--- src/design/gtpu_hlp_pkg.sv ---
// gtpu_hlp_pkg: shared types and constants for the gtp-u header length parser
// no dependencies; imported by every module of the block

package gtpu_hlp_pkg;

    localparam int MAX_HEADER_BYTES_DEF = 1024;

    localparam logic [2:0] FLAG_MASK      = 3'h7;
    localparam int         FIXED_LEN      = 8;
    localparam int         FIXED_OPT_LEN  = 12;
    localparam int         EXT_SHIFT      = 2;
    localparam int         LEN_W          = 11;

    localparam logic [1:0] ST_OK       = 2'd0;
    localparam logic [1:0] ST_ZERO_LEN = 2'd1;
    localparam logic [1:0] ST_EARLY    = 2'd2;
    localparam logic [1:0] ST_LONG     = 2'd3;

    typedef enum logic [1:0] {
        PH_IDLE,
        PH_FIXED,
        PH_EXTLEN,
        PH_EXTBODY
    } phase_t;

    typedef struct packed {
        logic [7:0] data_byte;
        logic       first_of_packet;
        logic       last_of_packet;
    } pkt_word_t;

    typedef struct packed {
        logic [LEN_W-1:0] header_length;
        logic [7:0]       message_type;
        logic [2:0]       option_flags;
        logic [1:0]       status;
    } hdr_word_t;

    typedef struct packed {
        logic      emit;
        hdr_word_t word;
    } parse_res_t;

endpackage

--- src/design/gtpu_hlp_in_reg.sv ---
// gtpu_hlp_in_reg: input register holding one packet byte word
// depends on gtpu_hlp_pkg

module gtpu_hlp_in_reg
    import gtpu_hlp_pkg::*;
(
    input  logic      clk,
    input  logic      rst_n,
    input  logic      pkt_valid,
    output logic      pkt_stall,
    input  pkt_word_t pkt_word,
    input  logic      take,
    output logic      word_valid,
    output pkt_word_t word
);

    logic      valid_reg;
    logic      valid_next;
    pkt_word_t word_reg;

    assign pkt_stall  = valid_reg && !take;
    assign valid_next = pkt_stall ? valid_reg : pkt_valid;

    always_ff @(posedge clk or negedge rst_n)
    begin
        if (!rst_n)
        begin
            valid_reg <= 1'b0;
        end
        else
        begin
            valid_reg <= valid_next;
        end
    end

    always_ff @(posedge clk)
    begin
        if (pkt_valid && !pkt_stall)
        begin
            word_reg <= pkt_word;
        end
    end

    assign word_valid = valid_reg;
    assign word       = word_reg;

endmodule

--- src/design/gtpu_hlp_parse.sv ---
// gtpu_hlp_parse: per-packet parse state and the one-pass header length logic
// depends on gtpu_hlp_pkg

module gtpu_hlp_parse
    import gtpu_hlp_pkg::*;
#(
    parameter int MAX_HEADER_BYTES = MAX_HEADER_BYTES_DEF
)
(
    input  logic       clk,
    input  logic       rst_n,
    input  logic       fire,
    input  pkt_word_t  word,
    output parse_res_t res
);

    localparam int POS_W = $clog2(MAX_HEADER_BYTES + 2);
    localparam int END_W = $clog2(MAX_HEADER_BYTES + 1021);

    phase_t           phase_reg, phase_next;
    logic [POS_W-1:0] pos_reg, pos_next;
    logic [2:0]       flags_reg, flags_next;
    logic [7:0]       mtype_reg, mtype_next;
    logic [POS_W-1:0] ext_end_reg, ext_end_next;

    logic             start;
    logic             active;
    phase_t           phase_cur;
    logic [POS_W-1:0] idx;
    logic [POS_W-1:0] pos_inc;
    logic [2:0]       flags_new;
    logic [7:0]       mtype_new;
    logic [POS_W-1:0] need;
    logic             fixed_done;
    logic             ext_done;
    logic [END_W-1:0] ext_end_calc;
    logic             too_long;
    logic             emit;
    logic [1:0]       status;
    logic [POS_W-1:0] len_sel;

    assign start     = word.first_of_packet;
    assign active    = fire && (start || (phase_reg != PH_IDLE));
    assign phase_cur = start ? PH_FIXED : phase_reg;
    assign idx       = start ? '0 : pos_reg;
    assign pos_inc   = idx + POS_W'(1);

    assign flags_new = (phase_cur == PH_FIXED && idx == '0) ? (word.data_byte[2:0] & FLAG_MASK)
                     : (start ? 3'd0 : flags_reg);
    assign mtype_new = (phase_cur == PH_FIXED && idx == POS_W'(1)) ? word.data_byte
                     : (start ? 8'd0 : mtype_reg);

    assign need       = (flags_new != 3'd0) ? POS_W'(FIXED_OPT_LEN) : POS_W'(FIXED_LEN);
    assign fixed_done = pos_inc >= need;
    assign ext_done   = pos_inc >= ext_end_reg;

    assign ext_end_calc = END_W'(idx) + END_W'({word.data_byte, 2'b00});
    assign too_long     = ext_end_calc > END_W'(MAX_HEADER_BYTES);

    // outputs
    always_comb
    begin
        emit    = 1'b0;
        status  = ST_OK;
        len_sel = '0;
        unique case (phase_cur)
            PH_FIXED:
            begin
                if (fixed_done && !(flags_new[2] && word.data_byte != 8'd0))
                begin
                    emit    = 1'b1;
                    len_sel = need;
                end
            end
            PH_EXTLEN:
            begin
                if (word.data_byte == 8'd0)
                begin
                    emit   = 1'b1;
                    status = ST_ZERO_LEN;
                end
                else if (too_long)
                begin
                    emit   = 1'b1;
                    status = ST_LONG;
                end
            end
            PH_EXTBODY:
            begin
                if (ext_done && word.data_byte == 8'd0)
                begin
                    emit    = 1'b1;
                    len_sel = ext_end_reg;
                end
            end
            default:
            begin
                emit = 1'b0;
            end
        endcase
        if (!emit && word.last_of_packet)
        begin
            emit   = 1'b1;
            status = ST_EARLY;
        end
        emit = emit && active;
    end

    assign res.emit               = emit;
    assign res.word.header_length = (status == ST_OK) ? LEN_W'(len_sel) : '0;
    assign res.word.message_type  = mtype_new;
    assign res.word.option_flags  = flags_new;
    assign res.word.status        = status;

    // next state
    always_comb
    begin
        phase_next   = phase_reg;
        pos_next     = pos_reg;
        flags_next   = flags_reg;
        mtype_next   = mtype_reg;
        ext_end_next = ext_end_reg;
        if (active)
        begin
            pos_next     = pos_inc;
            flags_next   = flags_new;
            mtype_next   = mtype_new;
            ext_end_next = start ? '0 : ext_end_reg;
            if (emit)
            begin
                phase_next = PH_IDLE;
            end
            else
            begin
                unique case (phase_cur)
                    PH_FIXED:
                    begin
                        phase_next = fixed_done ? PH_EXTLEN : PH_FIXED;
                    end
                    PH_EXTLEN:
                    begin
                        phase_next   = PH_EXTBODY;
                        ext_end_next = ext_end_calc[POS_W-1:0];
                    end
                    PH_EXTBODY:
                    begin
                        phase_next = ext_done ? PH_EXTLEN : PH_EXTBODY;
                    end
                    default:
                    begin
                        phase_next = PH_IDLE;
                    end
                endcase
            end
        end
    end

    always_ff @(posedge clk or negedge rst_n)
    begin
        if (!rst_n)
        begin
            phase_reg   <= PH_IDLE;
            pos_reg     <= '0;
            flags_reg   <= 3'd0;
            mtype_reg   <= 8'd0;
            ext_end_reg <= '0;
        end
        else
        begin
            phase_reg   <= phase_next;
            pos_reg     <= pos_next;
            flags_reg   <= flags_next;
            mtype_reg   <= mtype_next;
            ext_end_reg <= ext_end_next;
        end
    end

endmodule

--- src/design/gtpu_hlp_out_reg.sv ---
// gtpu_hlp_out_reg: result register toward the header result channel
// depends on gtpu_hlp_pkg

module gtpu_hlp_out_reg
    import gtpu_hlp_pkg::*;
(
    input  logic       clk,
    input  logic       rst_n,
    input  parse_res_t res,
    output logic       ready,
    output logic       hdr_valid,
    input  logic       hdr_stall,
    output hdr_word_t  hdr_word
);

    logic      valid_reg;
    logic      valid_next;
    hdr_word_t word_reg;

    assign ready      = !valid_reg || !hdr_stall;
    assign valid_next = (ready && res.emit) ? 1'b1 : (ready ? 1'b0 : valid_reg);

    always_ff @(posedge clk or negedge rst_n)
    begin
        if (!rst_n)
        begin
            valid_reg <= 1'b0;
        end
        else
        begin
            valid_reg <= valid_next;
        end
    end

    always_ff @(posedge clk)
    begin
        if (ready && res.emit)
        begin
            word_reg <= res.word;
        end
    end

    assign hdr_valid = valid_reg;
    assign hdr_word  = word_reg;

endmodule

--- src/design/gtpu_header_length_parser.sv ---
// Takes a GTP-U packet one byte word per cycle while pkt_stall is low and gives
// one result word per packet: header length, message type, option flags and
// status. Sustained rate is one byte per cycle while hdr_stall is low. A byte is
// parsed combinationally from the input register; its result (if any) is
// registered in the result register and shows on hdr_valid. The rate is set by
// the single pass of compare-and-add logic between the input register and the
// result register; hdr_stall reaches pkt_stall through that pair combinationally.
// depends on gtpu_hlp_pkg, gtpu_hlp_in_reg, gtpu_hlp_parse, gtpu_hlp_out_reg

module gtpu_header_length_parser
    import gtpu_hlp_pkg::*;
#(
    parameter int MAX_HEADER_BYTES = MAX_HEADER_BYTES_DEF
)
(
    input  logic      clk,
    input  logic      rst_n,
    input  logic      pkt_valid,
    output logic      pkt_stall,
    input  pkt_word_t pkt_word,
    output logic      hdr_valid,
    input  logic      hdr_stall,
    output hdr_word_t hdr_word
);

    logic       word_valid;
    pkt_word_t  word;
    logic       ready;
    logic       fire;
    parse_res_t res;

    assign fire = word_valid && ready;

    gtpu_hlp_in_reg u_in_reg (
        .clk        (clk),
        .rst_n      (rst_n),
        .pkt_valid  (pkt_valid),
        .pkt_stall  (pkt_stall),
        .pkt_word   (pkt_word),
        .take       (ready),
        .word_valid (word_valid),
        .word       (word)
    );

    gtpu_hlp_parse #(
        .MAX_HEADER_BYTES (MAX_HEADER_BYTES)
    ) u_parse (
        .clk   (clk),
        .rst_n (rst_n),
        .fire  (fire),
        .word  (word),
        .res   (res)
    );

    gtpu_hlp_out_reg u_out_reg (
        .clk       (clk),
        .rst_n     (rst_n),
        .res       (res),
        .ready     (ready),
        .hdr_valid (hdr_valid),
        .hdr_stall (hdr_stall),
        .hdr_word  (hdr_word)
    );

endmodule

--- config.mk ---
export PLATFORM = sky130hd
export DESIGN_NAME = gtpu_header_length_parser
export DESIGN_NICKNAME = d
export VERILOG_FILES = /design/src/design/gtpu_hlp_pkg.sv /design/src/design/gtpu_hlp_in_reg.sv /design/src/design/gtpu_hlp_parse.sv /design/src/design/gtpu_hlp_out_reg.sv /design/src/design/gtpu_header_length_parser.sv
export SDC_FILE = /design/constraint.sdc
export NUM_CORES = 1
export LEC_CHECK = 0
export BUFFER_PORTS_ARGS = -buffer_cell sky130_fd_sc_hd__buf_2
export CAP_MARGIN = 20
export CORE_UTILIZATION = 50
export DETAILED_ROUTE_END_ITERATION = 8
export GPL_TIMING_DRIVEN = 0
export PLACE_DENSITY = 0.66
export RECOVER_POWER = 100
export SLEW_MARGIN = 20
export SYNTH_ARGS = -nofsm -noshare
export SYNTH_HDL_FRONTEND = slang
export SYNTH_SLANG_ARGS = --single-unit
--- constraint.sdc ---
create_clock -name clk -period 12.1 [get_ports clk]
set_input_delay 0.605 -clock clk [delete_from_list [all_inputs] [get_ports clk]]
set_output_delay 0.605 -clock clk [all_outputs]
set_load 0.005 [all_outputs]
# Word-level counts from Yosys, hierarchy flattened
# Index checks and enable logic that the tools add are counted.
[op_classes] add_sub_neg=2 order_cmp=3 n_eq_ne=4 mux=29 n_reduce_logical=27
[ops] op="$mux W11" n=6
[ops] op="$ge A11 B11 Y1" n=2
[ops] op="$pmux W11 S2" n=1
[ops] op="$mux W8" n=2
[ops] op="$mux W2" n=7
[ops] op="$logic_and A1 B1 Y1" n=12
[ops] op="$add A11 B1 Y11 const B" n=1
[ops] op="$add A11 B10 Y11" n=1
[ops] op="$eq A11 B1 Y1 const B" n=1
[ops] op="$gt A11 B11 Y1 const B" n=1
[ops] op="$logic_not A11 Y1" n=1
[ops] op="$mux W3" n=3
[ops] op="$logic_not A8 Y1" n=1
[ops] op="$mux W1" n=8
[ops] op="$reduce_bool A8 Y1" n=1
[ops] op="$logic_not A1 Y1" n=6
[ops] op="$pmux W2 S3" n=1
[ops] op="$eq A2 B2 Y1 const B" n=2
[ops] op="$reduce_bool A2 Y1" n=2
[ops] op="$pmux W1 S3" n=1
[ops] op="$reduce_bool A3 Y1" n=1
[ops] op="$eq A2 B1 Y1 const B" n=1
[ops] op="$logic_not A2 Y1" n=1
[ops] op="$logic_or A1 B1 Y1" n=2
[word_totals] regBits=71 in_bits=14 output_inout_bits=26 wordCells=79

# Depth between registers and ports, before layout
[depth] ltp_word=16 depth_mapped=16

# By module
# From an unflattened synthesis, not the netlist that was laid out.
[unflattened] cells_unflattened=421 area_unflattened_um2=4161.5
[by_module_without_submodules] mod="gtpu_hlp_parse" instances=1 cells_each=377 area_per_inst_um2=3029.2 seq_area_each_um2=875.8
[by_module_without_submodules] mod="gtpu_hlp_out_reg" instances=1 cells_each=28 area_per_inst_um2=768.2 seq_area_each_um2=745.7
[by_module_without_submodules] mod="gtpu_hlp_in_reg" instances=1 cells_each=15 area_per_inst_um2=357.8 seq_area_each_um2=325.3
[by_module_without_submodules] mod="gtpu_header_length_parser" instances=1 cells_each=1 area_per_inst_um2=6.3 seq_area_each_um2=0.0

# Worst setup path after synthesis
# No wires, ideal clock.
[synth_timing] kind="reg2reg" startpoint="register u_parse.pos_reg[10]" endpoint="register u_out_reg.word_reg (netlist bit u_out_reg.hdr_word[0]), enable pin" setup_time_ns=0.405 t_arrival_ns=4.373 path_slack_ns=7.322 path_stages_with_launch=16 n_path_buf=2 cell_sequence="dfrtp_1 -> buf_2 -> or4_1 -> nor2_1 -> a41oi_1 -> a31oi_1 -> nand3_1 -> ha_1 -> nand3b_1 -> a2111oi_0 -> or4_1 -> clkbuf_1 -> a211oi_1 -> a31oi_1 -> nand2_2 -> nor2_1"
[synth_via] elab_chain_cells=15 elab_cells_between_ends=25 classes_between="add/sub: 2; order compare: 3; mux: 9; reduce/logical: 11"
[synth_lines] item="start: declaration" line_no="gtpu_hlp_parse.sv:21" source="logic [POS_W-1:0] pos_reg, pos_next;"
[synth_lines] item="start signal: assignment" line_no="gtpu_hlp_parse.sv:171" source="pos_reg <= pos_next;"
[synth_lines] item="$mux W11 (*)" line_no="gtpu_hlp_parse.sv:45" source="assign idx = start ? '0 : pos_reg;"
[synth_lines] item="branches (longest 8 deep; another with $add A11 B10 Y11)"
[synth_lines] item="$pmux W1 S3 (*)" line_no="gtpu_hlp_parse.sv:66" source="unique case (phase_cur)"
[synth_lines] item="$logic_not A1 Y1" line_no="gtpu_hlp_parse.sv:101" source="if (!emit && word.last_of_packet)"
[synth_lines] item="$logic_and A1 B1 Y1" line_no="gtpu_hlp_parse.sv:101"
[synth_lines] item="$mux W1 (*)" line_no="gtpu_hlp_parse.sv:101"
[synth_lines] item="$logic_and A1 B1 Y1 (*)" line_no="gtpu_hlp_parse.sv:106" source="emit = emit && active;"
[synth_lines] item="$logic_and A1 B1 Y1 (*)" line_no="gtpu_hlp_out_reg.sv:37" source="if (ready && res.emit)"
[synth_lines] item="end signal: assignment" line_no="gtpu_hlp_out_reg.sv:39" source="word_reg <= res.word;"
[synth_lines] item="end: declaration" line_no="gtpu_hlp_out_reg.sv:18" source="hdr_word_t word_reg;"
# Mark *: on every way between the ends.
# A chain may end at the register's enable or synchronous reset.

# Worst setup path after layout
[layout_timing] startpoint="register u_in_reg.word_reg (netlist bit u_in_reg.word[1])" endpoint="register u_out_reg.word_reg (netlist bit u_out_reg.hdr_word[18]), enable pin"
[layout_via] elab_chain_cells=15 elab_cells_between_ends=32 classes_between="add/sub: 2; order compare: 3; eq/ne: 3; mux: 11; reduce/logical: 13"
[layout_lines] item="start: declaration" line_no="gtpu_hlp_in_reg.sv:19" source="pkt_word_t word_reg;"
[layout_lines] item="start signal: assignment" line_no="gtpu_hlp_in_reg.sv:40" source="word_reg <= pkt_word;"
[layout_lines] item="branches (longest 13 deep; another with $add A11 B10 Y11)"
[layout_lines] item="$logic_and A1 B1 Y1 (*)" line_no="gtpu_hlp_parse.sv:106"
[layout_lines] item="$logic_and A1 B1 Y1 (*)" line_no="gtpu_hlp_out_reg.sv:37"
# Marks and branches as above.

==> flow_summary.json <==
{
  "outcome": "finished with violations",
  "violations": "max-capacitance violations, max-slew violations",
  "timing.setup.tns_ns": 0,
  "drv_slew": 38,
  "clk_latency_ns": 0.35,
  "die-area_sq_um": 9000,
  "worst_slew_pin_slew_ns": 2.17,
  "largest_reg_flops": 24,
  "ys_async_sr_fraction": 0.521,
  "gp_congestion": 0.916,
  "routed_wl_mm": 11.2,
  "p_leak_nw": 1.89,
  "worst_slack_ns": 5.89,
  "wl_per_cell_um": 17.6,
  "yosys_warnings": 0,
  "io_pins": 40,
  "layout.nets": 554,
  "power_uw": 640,
  "place_ws_ns": 6.99,
  "synth_nets": 503,
  "arrival_ns": 6.18,
  "core_area_sq_um": 8300,
  "cpLargestDelayFamily": "compound AO/OA/AOI/OAI gates",
  "crit_path_end_kind": "flop",
  "cp_slowest_stage_delay_ns": 0.74,
  "timing.critical_path.buf_inv": 4,
  "overflow": 0,
  "swShare": 0.350,
  "grt_use_total": 0.268,
  "numPortBuffers": 39,
  "post_cts_resized": 0,
  "grt_pass1_wl_mm": 18.0,
  "clk_pin_slew_ns": 0.08,
  "maxSlewHeadroom": -0.446,
  "post_cts_buffers": 0,
  "dr.pass1.iters": 4,
  "fill_cells": 741,
  "vias_per_cell": 5.87,
  "die-height_um": 94.9,
  "vias": 3742,
  "crit_path_cell_trace": "clkbuf_1 > clkbuf_1 > a41oi_1 > nor2b_1 > a31oi_1 > nand3_1 > ha_1 > nand3b_1 > a2111oi_0 > or4_1 > clkbuf_1 > a211oi_1 > a31oi_1 > nand2_1 > nor2_1 > clkbuf_1",
  "max_freq_mhz": 161,
  "initial_core_util": 0.520,
  "n_antenna_cell": 0,
  "combPwrFrac": 0.256,
  "cts_max_level": 3,
  "cp-start-kind": "flop",
  "area_growth_pct": 10.7,
  "cts_buffers": 9,
  "cts_root_buf": "clkbuf_8",
  "ys_seq_elements": 71,
  "yosysSeqAreaShare": 0.452,
  "utilization": 0.575,
  "crit_slowest_cell": "a41oi_1",
  "period_needed_ns": 6.21,
  "synth_edf_count": 34,
  "finalCritPeriodShare": 0.513,
  "hpwl_mm": 8.30,
  "drt_iter0_drc": 207,
  "finalSetupViolCount": 0,
  "grt_pass1_vias": 3517,
  "path_max_fanout": 16,
  "hold_viol": 0,
  "maxCapViolCount": 1,
  "synth_cells": 477,
  "cts_tree": "yes",
  "p_per_area_nw_per_um2": 134,
  "pwr-share-clk": 0.282,
  "cp_common_cell": "clkbuf_1",
  "required_ns": 12.07,
  "cts_hold_buf": 0,
  "grt_antenna_before_repair": 0,
  "row_count": 33,
  "irDropWorstVdd_uv": 89.7,
  "power.internal_uw": 416,
  "worstSetupPathType": "flop to flop",
  "ys_types": 65,
  "synth-main-ff-cell": "dfrtp_1",
  "post-route-drc-count": 0,
  "fin_skew_ns": 0.0115,
  "hold_path_class": "primary input to flop",
  "avgSynthCellArea_sq_um": 9.04,
  "synth_area_sq_um": 4310,
  "cts_buffer_depth": 2,
  "die_x_um": 94.9,
  "grt_setup_unrepaired": "no",
  "drive_gt1_frac": 0.120,
  "power_frac_seq": 0.462,
  "p_sw_uw": 224,
  "detail-route-antenna-nets": 0,
  "grt_max_degree": 38,
  "cts.sinks": 71
}
==> layout by cell type, fill, tap and decap left out, drive strengths merged, types with 4 or more instances in the layout <==
cell and instances:
a211oi 7, a21o 4, a21oi 15, a22o 11, a31oi 10, buf 33, clkbuf 51, dfrtp 37
edfxtp 34, ha 12, inv 23, nand2 97, nand3 9, nor2 38, nor2b 9, nor3 13
nor3b 7, nor4 7, o21a 5, o21ai 29, or2 7, or4 4, xnor2 10, xor2 6
==> cells by family after synthesis <==
kind of cell               count (synthesis)  share of synthesized area
AOI/OAI and AO/OA                        110                      0.184
xor gates and xnor gates                  16                     0.0325
adders and majority gates                 12                     0.0348
buffers and inverters                     55                     0.0577
DFF                                       71                      0.452
muxes                                      1                    0.00232
and+or+nand+nor                          212                      0.237
==> area by class of cell <==
type	instances	area (sq um)	area share
clock inverter	6	42.5	0.00891
inverter	21	78.8	0.0165
timing repair buffer	40	173	0.0362
multi-input combinational	351	2110	0.443
buffer	34	151	0.0317
tap	105	131	0.0275
clock buffer	10	138	0.0288
sequential	71	1950	0.408
==> final timing paths <==
kind                                      startpoint                endpoint  slack (ns)  cells past startpoint
worst max-delay path                u_in_reg.word[1]  u_out_reg.hdr_word[18]        5.89                     16
worst min-delay path                     pkt_word[7]        u_in_reg.word[7]        0.43                      1
worst max register to register      u_in_reg.word[1]  u_out_reg.hdr_word[18]        5.89                     16
worst min register to register  u_parse.mtype_reg[3]    u_parse.mtype_reg[3]        0.48                      2
max in group asynchronous                      rst_n  u_parse.ext_end_reg[5]        9.98                      1
min in group asynchronous                      rst_n      u_parse.pos_reg[5]        0.89                      1
==> power groups by stage <==
stage | clock [mW] | combinational [mW] | sequential, mW
floorplan | 0 | 0.117 | 0.297
global placement | 0 | 0.162 | 0.299
detailed placement | 0 | 0.165 | 0.300
CTS | 0.183 | 0.166 | 0.295
global route | 0.194 | 0.183 | 0.298
finish | 0.181 | 0.164 | 0.296
==> per-layer routing <==
metal  part of all wire  GRT usage
met1               0.45      0.351
met2               0.48      0.456
met3              0.053     0.0499
met4             0.0095     0.0606
met5                  0          0
==> cells in the mapped netlist, types with 3 or more instances <==
master,instances,area share
nor2b_1,9,0.013
or2_2,7,0.010
a2111oi_0,3,0.0061
a21o_1,4,0.0070
nand3_1,9,0.010
o21a_1,5,0.0087
ha_1,12,0.035
dfrtp_1,37,0.21
nand2_1,95,0.083
edfxtp_1,34,0.24
o22ai_1,3,0.0044
xnor2_1,10,0.020
or3_1,3,0.0044
xor2_1,6,0.012
a211oi_1,6,0.010
a22o_1,11,0.022
o2bb2ai_1,3,0.0061
or4_1,3,0.0052
nor4_1,7,0.010
nor3b_1,5,0.0087
o21ai_0,27,0.031
buf_2,13,0.015
nand2b_1,3,0.0044
a21oi_1,14,0.016
a31oi_1,9,0.013
clkbuf_1,16,0.014
nor3_1,13,0.015
inv_1,20,0.017
buf_4,3,0.0052
nor2_1,38,0.033
==> stage by stage <==
stage / cells / cell area, sq um / hold slack, ns
6_report: 638 / 4770 / 0.427
5_1_grt: 638 / 4770 / 0.411
4_1_cts: 638 / 4840 / 0.413
3_5_place_dp: 622 / 4660 / 0.466
3_3_place_gp: 621 / 4640 / 0.457
2_1_floorplan: 477 / 4310 / 0.309
Note: power is estimated with default switching activity, not from simulation.
